==> config.mk <==
export PLATFORM = sky130hd
export DESIGN_NAME = vr2d_div_stage
export DESIGN_NICKNAME = d
export VERILOG_FILES = /design/src/hdl/vr2d_pkg.sv /design/src/hdl/vr2d_div_stage.sv
export SDC_FILE = /design/constraint.sdc
export NUM_CORES = 1
export LEC_CHECK = 0
export BUFFER_PORTS_ARGS = -buffer_cell sky130_fd_sc_hd__buf_2
export CORE_MARGIN = 2
export CORE_UTILIZATION = 40
export CTS_CLUSTER_SIZE = 30
export DETAILED_ROUTE_END_ITERATION = 8
export PLACE_DENSITY = 0.65
export SLEW_MARGIN = 10
export SYNTH_ARGS = -nofsm -noshare
export SYNTH_HDL_FRONTEND = slang
export SYNTH_SLANG_ARGS = --single-unit
==> constraint.sdc <==
create_clock -name clock -period 8.54 [get_ports clock]
set_input_delay 2.135 -clock clock [delete_from_list [all_inputs] [get_ports clock]]
set_output_delay 2.135 -clock clock [all_outputs]
set_load 0.01 [all_outputs]
==> src/hdl/vr2d_pkg.sv <==
`timescale 1ns / 1ps

package vr2d_pkg;

   // largest magnitude a normal component keeps after clamping
   localparam int NORMAL_MAX = 64;

   localparam int VEL_W  = 16;  // Q8.8 velocity
   localparam int NORM_W = 8;   // normal component, signed
   localparam int NN_W   = 14;  // n.n, unsigned, at most 2*64*64
   localparam int P_W    = 24;  // n.v, signed
   localparam int T_W    = 30;  // p*n and v*nn, signed
   localparam int NUM_W  = 31;  // v*nn - 2*p*n, signed
   localparam int MAG_W  = 30;  // |numerator|
   localparam int DVD_W  = 32;  // 2*|num| + nn
   localparam int DVS_W  = 15;  // 2*nn
   localparam int Q_W    = 18;  // quotient bits, |q| < 2^17

   localparam int STEPS_PER_STAGE = 3;
   localparam int DIV_STAGES      = Q_W / STEPS_PER_STAGE;

   typedef struct packed {
      logic             neg;
      logic [DVS_W-1:0] rem;
      logic [Q_W-1:0]   work;   // dividend bits on top, quotient bits shift in below
   } lane_type;

   typedef struct packed {
      logic                    refl;
      logic signed [VEL_W-1:0] vel_x;
      logic signed [VEL_W-1:0] vel_y;
      logic [DVS_W-1:0]        divisor;
      lane_type                lane_x;
      lane_type                lane_y;
   } div_stage_type;

   // one restoring step: one quotient bit
   function automatic lane_type div_step(input lane_type l, input logic [DVS_W-1:0] dvs);
      logic [DVS_W:0] cand;
      logic [DVS_W:0] diff;
      lane_type       r;
      cand = {l.rem, l.work[Q_W-1]};
      diff = cand - {1'b0, dvs};
      r    = l;
      if (cand >= {1'b0, dvs}) begin
         r.rem  = diff[DVS_W-1:0];
         r.work = {l.work[Q_W-2:0], 1'b1};
      end else begin
         r.rem  = cand[DVS_W-1:0];
         r.work = {l.work[Q_W-2:0], 1'b0};
      end
      return r;
   endfunction

endpackage

==> src/hdl/vr2d_div_stage.sv <==
`timescale 1ns / 1ps

// Three restoring-division steps on both lanes, registered.
module vr2d_div_stage (
   input  logic                    clock,
   input  logic                    reset,
   input  logic                    advance,
   input  logic                    valid_in,
   input  vr2d_pkg::div_stage_type stage_in,
   output logic                    valid_out,
   output vr2d_pkg::div_stage_type stage_out
);
   import vr2d_pkg::*;

   logic          valid_ff;
   div_stage_type stage_ff;
   div_stage_type stage_in_next;

   always_comb begin
      stage_in_next = stage_in;
      for (int i = 0; i < STEPS_PER_STAGE; i++) begin
         stage_in_next.lane_x = div_step(stage_in_next.lane_x, stage_in.divisor);
         stage_in_next.lane_y = div_step(stage_in_next.lane_y, stage_in.divisor);
      end
   end

   always_ff @(posedge clock) begin
      if (reset) begin
         valid_ff <= 1'b0;
      end else if (advance) begin
         valid_ff <= valid_in;
      end
   end

   always_ff @(posedge clock) begin
      if (advance) begin
         stage_ff <= stage_in_next;
      end
   end

   assign valid_out = valid_ff;
   assign stage_out = stage_ff;

endmodule

==> results of run 1 <==
==> cell type report <==
type | instances | area [sq um] | share of cell area (%)
well taps | 280 | 350 | 2.89
multi-input cells | 667 | 5140 | 42.3
clock inverters | 14 | 201 | 1.66
repair buffers | 381 | 2300 | 18.9
flip-flops and latches | 117 | 3500 | 28.9
inverters | 58 | 220 | 1.81
clock buffers | 17 | 425 | 3.51
==> routing by layer <==
metal / GRT usage (%) / wire length, microns
met5: 0 / 0
met2: 36.5 / 12200
met3: 4.73 / 1820
met4: 6.39 / 460
met1: 31.2 / 12600
==> sequential cells by signal, summed over array words and instances, names as in the netlist <==
signal	cells
stage_out	116
valid_out	1
==> report_power, final <==
part / switching [mW] / internal (mW) / total [mW]
clock: 0.277 / 0.491 / 0.768
combinational: 1.02 / 1.00 / 2.02
sequential: 0.0261 / 0.810 / 0.836
==> cell usage in the layout (no fill, tap or decap), types with 5 or more instances in the layout <==
master,n
buf_2,235
buf_4,144
edfxtp_1,116
ha_1,90
a21oi_1,62
nor2_1,56
inv_1,56
nand2_1,42
o21ai_0,35
xnor2_1,33
mux2_2,26
xor2_1,25
a21o_1,24
nor3_1,21
clkbuf_16,17
o21a_1,15
mux2i_1,15
nand4_1,14
nor2b_1,13
nand3_1,13
or3_1,11
a22oi_1,11
o22ai_1,11
nand2b_1,10
a31oi_1,9
a211oi_1,8
mux2_4,8
or2_2,7
and2_1,6
fa_1,6
o21bai_1,5
nor4_1,5
==> cell families after synthesis <==
| kind of cell | Yosys count | share of synthesized area (%) |
|---|---|---|
| adders and majority gates | 96 | 14.0 |
| muxes | 51 | 6.55 |
| DFF | 117 | 39.4 |
| xor gates and xnor gates | 58 | 5.71 |
| and+or+nand+nor | 221 | 12.8 |
| buffers and inverters | 74 | 3.33 |
| AOI/OAI and AO/OA | 241 | 18.2 |
==> what timing repair did <==
action / 4_1_cts / 5_1_grt
hold buffers: 0 / 0
endpoints found under the setup margin: 0 / 30
resized for setup: 0 / 7
buffers inserted: 0 / 1
==> path summary, 6_finish.rpt <==
| kind | endpoint | slack, ns | cells after the start |
|---|---|---|---|
| worst max-delay path | stage_out[59] | 0.30 | 28 |
| worst min-delay path | valid_out | 0.50 | 2 |
| worst max register to register | valid_out | 7.95 | 2 |
| worst min register to register | valid_out | 0.50 | 2 |
==> worst register-to-register path, cell delays in order (launching register included) <==
cell     delay (ns)
dfxtp_1        0.30
mux2i_1        0.13
nor2_1         0.05
==> run_results.csv, run 1 <==
group,metric,value,unit
sta,worst_slack,0.303,ns
grt,grt_pass1_vias,8075,
placed_design,gp_congestion,0.981,
die,coreArea,0.0218,sq mm
setup_path,startpoint,"stage_in[72]",
sta,hold_ws,0.502,ns
detailed_routing,drc,0,
yosys,synth_edf_count,116,
grt,grt_pass1_wl,42.4,mm
die,rows,54,
die,die_area,0.0235,sq mm
setup_path,crit_path_max_incr_delay,0.32,ns
final_layout,final_core_util,55.6,%
run,maxCapViolCount,0,
die,initial_core_util,40.8,%
yosys,ys_ff_latch,117,
setup_path,crit_buf_inv,3,
yosys,synth.most_common_cell,"edfxtp_1",
power,leakagePower,5.63,nW
final_layout,stdcell_area,0.0121,sq mm
final_layout,nets,1458,
clocking,cts_tree,"built",
setup_path,critPathArrivalTime,8.39,ns
clocking,clock_path_buffers,2,
final_layout,synthToLayoutAreaGrowth,36.4,%
setup_path,reg2reg_from,"valid_out",
power,finalPower,3.63,mW
setup_path,crit_path_start_kind,"primary input",
outcome,status,"complete, no violations",
clocking,htree_levels,4,
sta,worst_pin_slew,0.910,ns
setup_path,crit_slowest_cell,"a221o_1",
sta,fmax,121,MHz
sta,finalMaxSlewViolations,0,
hold_path,hp-class,"register to register",
yosys,async_flop_share,0,%
placed_design,placed_area,0.0115,sq mm
yosys,netlist_area,0.00890,sq mm
final_layout,fillCellCount,1985,
yosys,yosysTopAreaCellShare,39.1,%
yosys,synthDistinctLibCells,77,
yosys,synth_area_per_cell,10.4,sq um
yosys,synth_top_area_cell,"edfxtp_1",
sta,min_period,8.24,ns
clocking,numCtsBuffers,17,
hold_path,hp-start,"valid_out",
detailed_routing,routed_wl,27.0,mm
final_layout,antenna_cells,0,
sta,slew_headroom,39.3,%
placed_design,post-place-ws,-0.133,ns
yosys,yosysSeqAreaShare,39.4,%
die,fp.dieH,153,microns
detailed_routing,dr.pass1.iters,5,
yosys,synth_common_cells,"116 x edfxtp_1, 90 x ha_1, 63 x a21oi_1, 56 x inv_1, 56 x nor2_1",
grt,antenna_found_initial,0,
grt,grt_usage,22.8,%
detailed_routing,drt.antenna.violating_nets,0,
setup_path,worstPathRequired,8.69,ns
detailed_routing,avgViaCountPerCell,5.37,
final_layout,stdcell_count,1534,
yosys,synth.area.top_cells,"edfxtp_1 39%, ha_1 13%, a21oi_1 3.5%",
yosys,ys.flop_type,"edfxtp_1",
clocking,cts_root_buf,"clkbuf_16",
placed_design,dp.cells,1502,
setup_path,path_max_fanout,14,
clocking,cts_sinks,117,
die,die_w,153,microns
detailed_routing,wl_per_cell,17.6,microns
yosys,synth_nets,1074,
final_layout,drive_gt1_share,37.6,%
clocking,clkTransAtPathRegs,0.05,ns
sta,skew,0,ns
yosys,synthCells,858,
detailed_routing,drtIter0Drc,510,
power,power.density,299,mW/mm^2
grt,overflow,0,
grt,grt_max_degree,72,
setup_path,cp_common_cell,"ha_1",
setup_path,worst_path_dominant_cell_family,"compound AO/OA/AOI/OAI gates",
setup_path,critPathKind,"primary input to register",
sta,fin_crit_sh,96.5,%
placed_design,port_buffers,236,
sta,fin_setup_tns,0,ns
sta,final_hold_viol_count,0,
die,io-pin-count,237,
clocking,insertion_delay,0.40,ns
placed_design,hpwl,22.0,mm
sta,final-setup-viol-count,0,
setup_path,setup.worst_path.end_class,"register",
yosys,ys_warn_count,0,
sta,rsz0062_at_grt,"no",
power,ir_drop,0.126,mV
detailed_routing,vias,8240,
(Power assumes the default switching activity.)
==> inputs of run 2 (changes only) <==
- RECOVER_POWER: not set -> 50
==> run 2 against run 1 <==
  * Critical path depth did not move
  * Die area did not move
  * Largest cell class unchanged
  * Combinational power barely moved
  * Clock skew did not move
  * Critical endpoint is now stage_out[58]
  * Non-clock buffer count did not move
  * Largest power group unchanged
  * Sequential power is essentially flat
  * Register-to-register slack is essentially flat
  * Highest routed layer unchanged
  * Worst setup slack worse by 0.0031 ns
  * Worst hold slack better by 0.0051 ns
  * The flow now finishes with violations (max-capacitance violations, max-slew violations)
  * Clock-buffer cell count is the same
  * Clock power about the same
==> run_results.csv, run 2 (synthesis results as in run 1) <==
group,metric,value,unit
setup_path,worstPathRequired,8.69,ns
sta,fmax,121,MHz
sta,min_period,8.24,ns
sta,fin_setup_tns,0,ns
detailed_routing,drt.antenna.violating_nets,0,
setup_path,r2r_cells,2,
grt,grt_max_degree,72,
hold_path,hp-class,"register to register",
clocking,cts_root_buf,"clkbuf_16",
outcome,status,"finished, violations left",
final_layout,fillCellCount,2015,
sta,slew_headroom,-151,%
sta,final-setup-viol-count,0,
sta,hold_ws,0.507,ns
die,io-pin-count,237,
die,die_w,153,microns
detailed_routing,drtIter0Drc,589,
die,initial_core_util,40.8,%
die,coreArea,0.0218,sq mm
grt,grt_usage,22.8,%
detailed_routing,drc,0,
setup_path,setup.worst_path.end_class,"register",
placed_design,dp.cells,1502,
final_layout,final_common_cell,"buf_2",
clocking,insertion_delay,0.40,ns
power,p_switching,1.33,mW
clocking,clock_path_buffers,2,
setup_path,critPathKind,"primary input to register",
power,power.density,300,mW/mm^2
hold_path,hp-start,"valid_out",
final_layout,stdcell_count,1534,
sta,worst_slack,0.300,ns
final_layout,final_core_util,55.3,%
die,rows,54,
setup_path,reg2reg_from,"valid_out",
setup_path,reg2reg_to,"valid_out",
final_layout,synthToLayoutAreaGrowth,35.7,%
sta,final_hold_viol_count,0,
power,p_int,2.30,mW
die,die_area,0.0235,sq mm
detailed_routing,vias,8214,
hold_path,holdPathEnd,"valid_out",
final_layout,final_cell_mix,"199 x buf_2, 141 x buf_4, 116 x edfxtp_1, 90 x ha_1, 62 x a21oi_1",
sta,skew,0,ns
placed_design,port_buffers,236,
power,p_clk_share,21.2,%
sta,rsz0062_at_grt,"no",
setup_path,crit_path_start_kind,"primary input",
clocking,cts_tree,"built",
setup_path,path_max_fanout,14,
final_layout,drive_gt1_share,34.4,%
clocking,clkTransAtPathRegs,0.05,ns
detailed_routing,routed_wl,27.0,mm
detailed_routing,dr.pass1.iters,4,
sta,worst_pin_slew,3.76,ns
run,maxCapViolCount,1,
power,ir_drop,0.126,mV
grt,overflow,0,
clocking,htree_levels,4,
placed_design,hpwl,22.0,mm
power,seqPwrFrac,23.1,%
sta,fin_crit_sh,96.5,%
power,sw_frac_of_total,36.6,%
placed_design,post-place-ws,-0.133,ns
power,combPwrFrac,55.7,%
clocking,numCtsBuffers,17,
placed_design,gp_congestion,0.981,
detailed_routing,wl_per_cell,17.6,microns
hold_path,hold_depth,2,
clocking,cts_sinks,117,
grt,grt_pass1_vias,8075,
setup_path,timing.reg2reg.setup_slack,7.95,ns
grt,antenna_found_initial,0,
detailed_routing,avgViaCountPerCell,5.35,
setup_path,critPathArrivalTime,8.39,ns
die,fp.dieH,153,microns
sta,finalMaxSlewViolations,72,
final_layout,largest_reg_flops,116,
final_layout,antenna_cells,0,
power,leakagePower,5.52,nW
outcome,violations,"max-capacitance violations, max-slew violations",
final_layout,nets,1458,
grt,grt_pass1_wl,42.4,mm
run 2: changes by cell type in the layout (fill, tap and decap cells not counted), sizes merged:
cell and delta:
buf -39, clkbuf +39
run 2: worst max path at each step:
stage                       from             to  cells after the start
floorplan           stage_in[17]  stage_out[32]                     32
global placement    stage_in[72]  stage_out[59]                     28
detailed placement  stage_in[72]  stage_out[59]                     28
CTS                 stage_in[72]  stage_out[59]                     28
global route        stage_in[72]  stage_out[58]                     28
finish              stage_in[72]  stage_out[58]                     28
run 2: repair_timing:
item	CTS	global route
hold buffers	0	0
resized for setup	0	7
setup endpoints to repair	0	30
setup buffers	0	1
run 2: power by group through the flow:
| stage | clock network (mW) | logic, mW | registers, mW |
|---|---|---|---|
| detailed placement | 0 | 1.99 | 0.850 |
| global route | 0.807 | 2.21 | 0.851 |
| CTS | 0.787 | 2.01 | 0.839 |
| global placement | 0 | 1.97 | 0.846 |
| finish | 0.767 | 2.02 | 0.838 |
| floorplan | 0 | 1.21 | 0.914 |
run 2: cell type report:
cell class              instances  area [sq um]  area share (%)
repair buffers                381          2240            18.6
clock buffers                  17           425            3.52
flip-flops and latches        117          3500            29.0
clock inverters                14           201            1.67
inverters                      58           220            1.82
well taps                     280           350            2.90
multi-input cells             667          5140            42.5
run 2: layer usage:
metal / wire (microns) / share of wire, % / track usage, %
met4: 483 / 1.8 / 6.39
met2: 12100 / 45 / 36.5
met1: 12600 / 47 / 31.2
met5: 0 / 0 / 0
met3: 1810 / 6.7 / 4.73
run 2: metrics by stage:
stage,total power [mW],instance area [sq um]
floorplan,2.12,8910
global placement,2.81,11500
detailed placement,2.84,11500
CTS,3.63,12100
global route,3.87,12100
finish,3.62,12100
run 2: worst max-delay path, cell delays in order:
cell	delay (ns)
buf_2	0.11
inv_1	0.21
ha_1	0.30
a21o_1	0.20
or3_1	0.30
o221a_2	0.26
o31a_1	0.31
o41ai_4	0.25
mux2i_1	0.13
or2_2	0.31
ha_1	0.31
nand3_1	0.10
nor4_1	0.05
a211o_1	0.27
a21oi_1	0.19
o211ai_2	0.24
mux2i_2	0.26
ha_1	0.27
nor2b_1	0.13
o21ai_0	0.22
a21boi_0	0.18
o31ai_1	0.30
a21oi_1	0.16
a221o_1	0.33
o21ai_0	0.17
and4b_4	0.28
inv_4	0.10
mux2_4	0.31
==> inputs of run 3 (changes only) <==
- ABC_AREA: not set -> 1
- PLACE_DENSITY: 0.65 -> 0.64
==> run 3 against run 2 <==
  * Via count up 9.8%
  * The flow still finishes with violations (max-capacitance violations, max-slew violations)
  * Global-route usage up 0.95 points
  * Fmax up 5.5%
  * Final cell count up 18%
  * Routed wire length up 12%
==> run_results.csv, run 3 <==
group,metric,value,unit
final_layout,stdcell_area,0.0116,sq mm
yosys,yosysTopAreaCellShare,36.8,%
sta,finalMaxSlewViolations,44,
yosys,synth_common_cells,"415 x nand2_1, 144 x inv_1, 116 x edfxtp_1, 90 x ha_1, 83 x nand3_1",
setup_path,crit_slowest_cell,"fa_1",
yosys,ys.flop_type,"edfxtp_1",
setup_path,startpoint,"stage_in[80]",
detailed_routing,dr.pass1.iters,5,
yosys,synth_xor_area_share,5.73,%
power,leakagePower,5.79,nW
hold_path,hp-class,"register to register",
final_layout,drive_gt1_share,17.1,%
final_layout,final_core_util,49.7,%
sta,min_period,7.81,ns
placed_design,gp_congestion,0.956,
grt,antenna_found_initial,1,
sta,final-setup-viol-count,0,
detailed_routing,avgViaCountPerCell,4.99,
sta,slew_headroom,-62.4,%
grt,grt_pass1_vias,8191,
yosys,ys_ff_latch,117,
die,fp.dieH,158,microns
placed_design,port_buffers,236,
sta,skew,0,ns
grt,grt_pass1_wl,44.8,mm
detailed_routing,drc,0,
final_layout,fillCellCount,2358,
clocking,cts_hold_buf,0,
yosys,synthMuxAreaShare,0.106,%
hold_path,hp-start,"valid_out",
die,io-pin-count,237,
yosys,synth.most_common_cell,"nand2_1",
sta,final_hold_viol_count,0,
setup_path,setup.worst_path.end_class,"register",
die,die_w,158,microns
detailed_routing,wl_per_cell,16.8,microns
die,coreArea,0.0233,sq mm
sta,fmax,128,MHz
yosys,async_flop_share,0,%
detailed_routing,routed_wl,30.4,mm
placed_design,placed_area,0.0111,sq mm
clocking,htree_levels,4,
setup_path,worstPathRequired,8.69,ns
sta,rsz0062_at_grt,"no",
final_layout,seq_area,0.00350,sq mm
grt,overflow,0,
clocking,clkTransAtPathRegs,0.06,ns
yosys,synth_edf_count,116,
clocking,cts_tree,"built",
yosys,ys_warn_count,0,
run,maxCapViolCount,1,
sta,worst_pin_slew,2.44,ns
outcome,status,"finished, violations left",
yosys,synth_area_per_cell,7.82,sq um
yosys,synth_top_area_cell,"edfxtp_1",
setup_path,cp_common_cell,"nand2_1",
yosys,synth_compound_area_share,8.63,%
final_layout,synthToLayoutAreaGrowth,22.3,%
final_layout,final_cell_mix,"415 x nand2_1, 169 x buf_2, 144 x inv_1, 116 x edfxtp_1, 90 x ha_1",
yosys,netlist_area,0.00948,sq mm
die,rows,56,
power,power.density,275,mW/mm^2
sta,fin_setup_tns,0,ns
detailed_routing,drt.antenna.violating_nets,0,
clocking,numCtsBuffers,17,
power,ir_drop,0.127,mV
setup_path,crit_path_max_incr_delay,0.43,ns
die,die_area,0.0249,sq mm
grt,grt_max_degree,76,
clocking,insertion_delay,0.42,ns
clocking,cts_root_buf,"clkbuf_16",
clocking,clock_path_buffers,2,
detailed_routing,vias,9021,
setup_path,critPathArrivalTime,7.96,ns
grt,grt_usage,23.7,%
clocking,post-cts-setup-buffers,0,
yosys,synthAdderAreaFrac,13.1,%
final_layout,antenna_cells,0,
yosys,yosys.area_share.simple,28.4,%
setup_path,crit_path_start_kind,"primary input",
die,initial_core_util,40.6,%
yosys,synth.area.top_cells,"edfxtp_1 37%, nand2_1 16%, ha_1 12%",
setup_path,critPathKind,"primary input to register",
final_layout,nets,1692,
yosys,synth_top_family_by_area,"simple AND/OR/NAND/NOR gates",
outcome,violations,"max-capacitance violations, max-slew violations",
final_layout,multiInputGateArea,0.00531,sq mm
setup_path,path_max_fanout,21,
setup_path,reg2reg_from,"valid_out",
clocking,cts_sinks,117,
clocking,ctsResizeCount,0,
yosys,synthCells,1212,
detailed_routing,drtIter0Drc,642,
placed_design,hpwl,24.4,mm
final_layout,final_common_cell,"nand2_1",
yosys,synthDistinctLibCells,44,
yosys,synth_nets,1428,
final_layout,largest_reg_flops,116,
yosys,yosysSeqAreaShare,37.0,%
sta,fin_crit_sh,91.5,%
==> run 3: cell types whose count changed after synthesis, sizes merged, moves of 13 or more <==
| cell | previous run | this run |
|---|---|---|
| nor2b | 13 | 0 |
| nor3 | 21 | 8 |
| o21ai | 39 | 52 |
| inv | 58 | 145 |
| nand2 | 42 | 421 |
| a21o | 24 | 4 |
| mux2i | 17 | 1 |
| nand3 | 13 | 90 |
| xor2 | 25 | 40 |
| mux2 | 34 | 0 |
==> run 3: final cells by class <==
| type | instances | area share, % |
|---|---|---|
| inverters | 145 | 4.70 |
| repair buffers | 261 | 11.0 |
| clock buffers | 17 | 3.67 |
| flip-flops and latches | 117 | 30.2 |
| clock inverters | 15 | 1.12 |
| multi-input cells | 934 | 45.8 |
| well taps | 319 | 3.44 |
==> run 3: stage by stage <==
| step | power [mW] | worst slack, ns | std cells | hold WS, ns |
|---|---|---|---|---|
| 2_1_floorplan | 2.02 | 1.42 | 1212 | 0.528 |
| 3_3_place_gp | 2.48 | 0.497 | 1776 | 0.472 |
| 3_5_place_dp | 2.48 | 0.360 | 1776 | 0.504 |
| 4_1_cts | 3.21 | 0.783 | 1808 | 0.517 |
| 5_1_grt | 3.43 | 0.130 | 1808 | 0.555 |
| 6_report | 3.19 | 0.730 | 1808 | 0.513 |
==> run 3: final timing paths <==
path,endpoint,slack (ns),cells past startpoint
hold reg to reg,valid_out,0.51,2
setup reg to reg,valid_out,7.95,2
setup / recovery,stage_out[26],0.73,34
hold / removal,valid_out,0.51,2
==> run 3: worst max-delay path: cells and delay by family <==
| kind | cells | cell delay [ns] |
|---|---|---|
| and+or+nand+nor | 20 | 2.36 |
| AOI/OAI and AO/OA | 4 | 1.29 |
| adders and majority gates | 3 | 1.18 |
| buffers and inverters | 7 | 0.96 |
==> run 3: cells by family after synthesis <==
family          after synthesis
compound gates              148
simple gates                627
fa+ha+maj                    96
mux                           1
xor+xnor                     62
buf+inv                     161
flops                       117
==> run 3: layer usage <==
| layer | track usage, % | wire (microns) | share of wire (%) | vias to the layer above |
|---|---|---|---|---|
| met2 | 39.0 | 13700 | 45 | 354 |
| met1 | 32.6 | 13900 | 46 | 4069 |
| li1 | - | - | - | 4567 |
| met5 | 0 | 0 | 0 | - |
| met3 | 3.34 | 2110 | 7.0 | 31 |
| met4 | 6.74 | 634 | 2.1 | 0 |
==> run 3: where the power goes <==
group	total (mW)	switching, mW	internal, mW
combinational	1.64	1.06	0.579
sequential	0.839	0.0325	0.806
clock	0.707	0.306	0.401
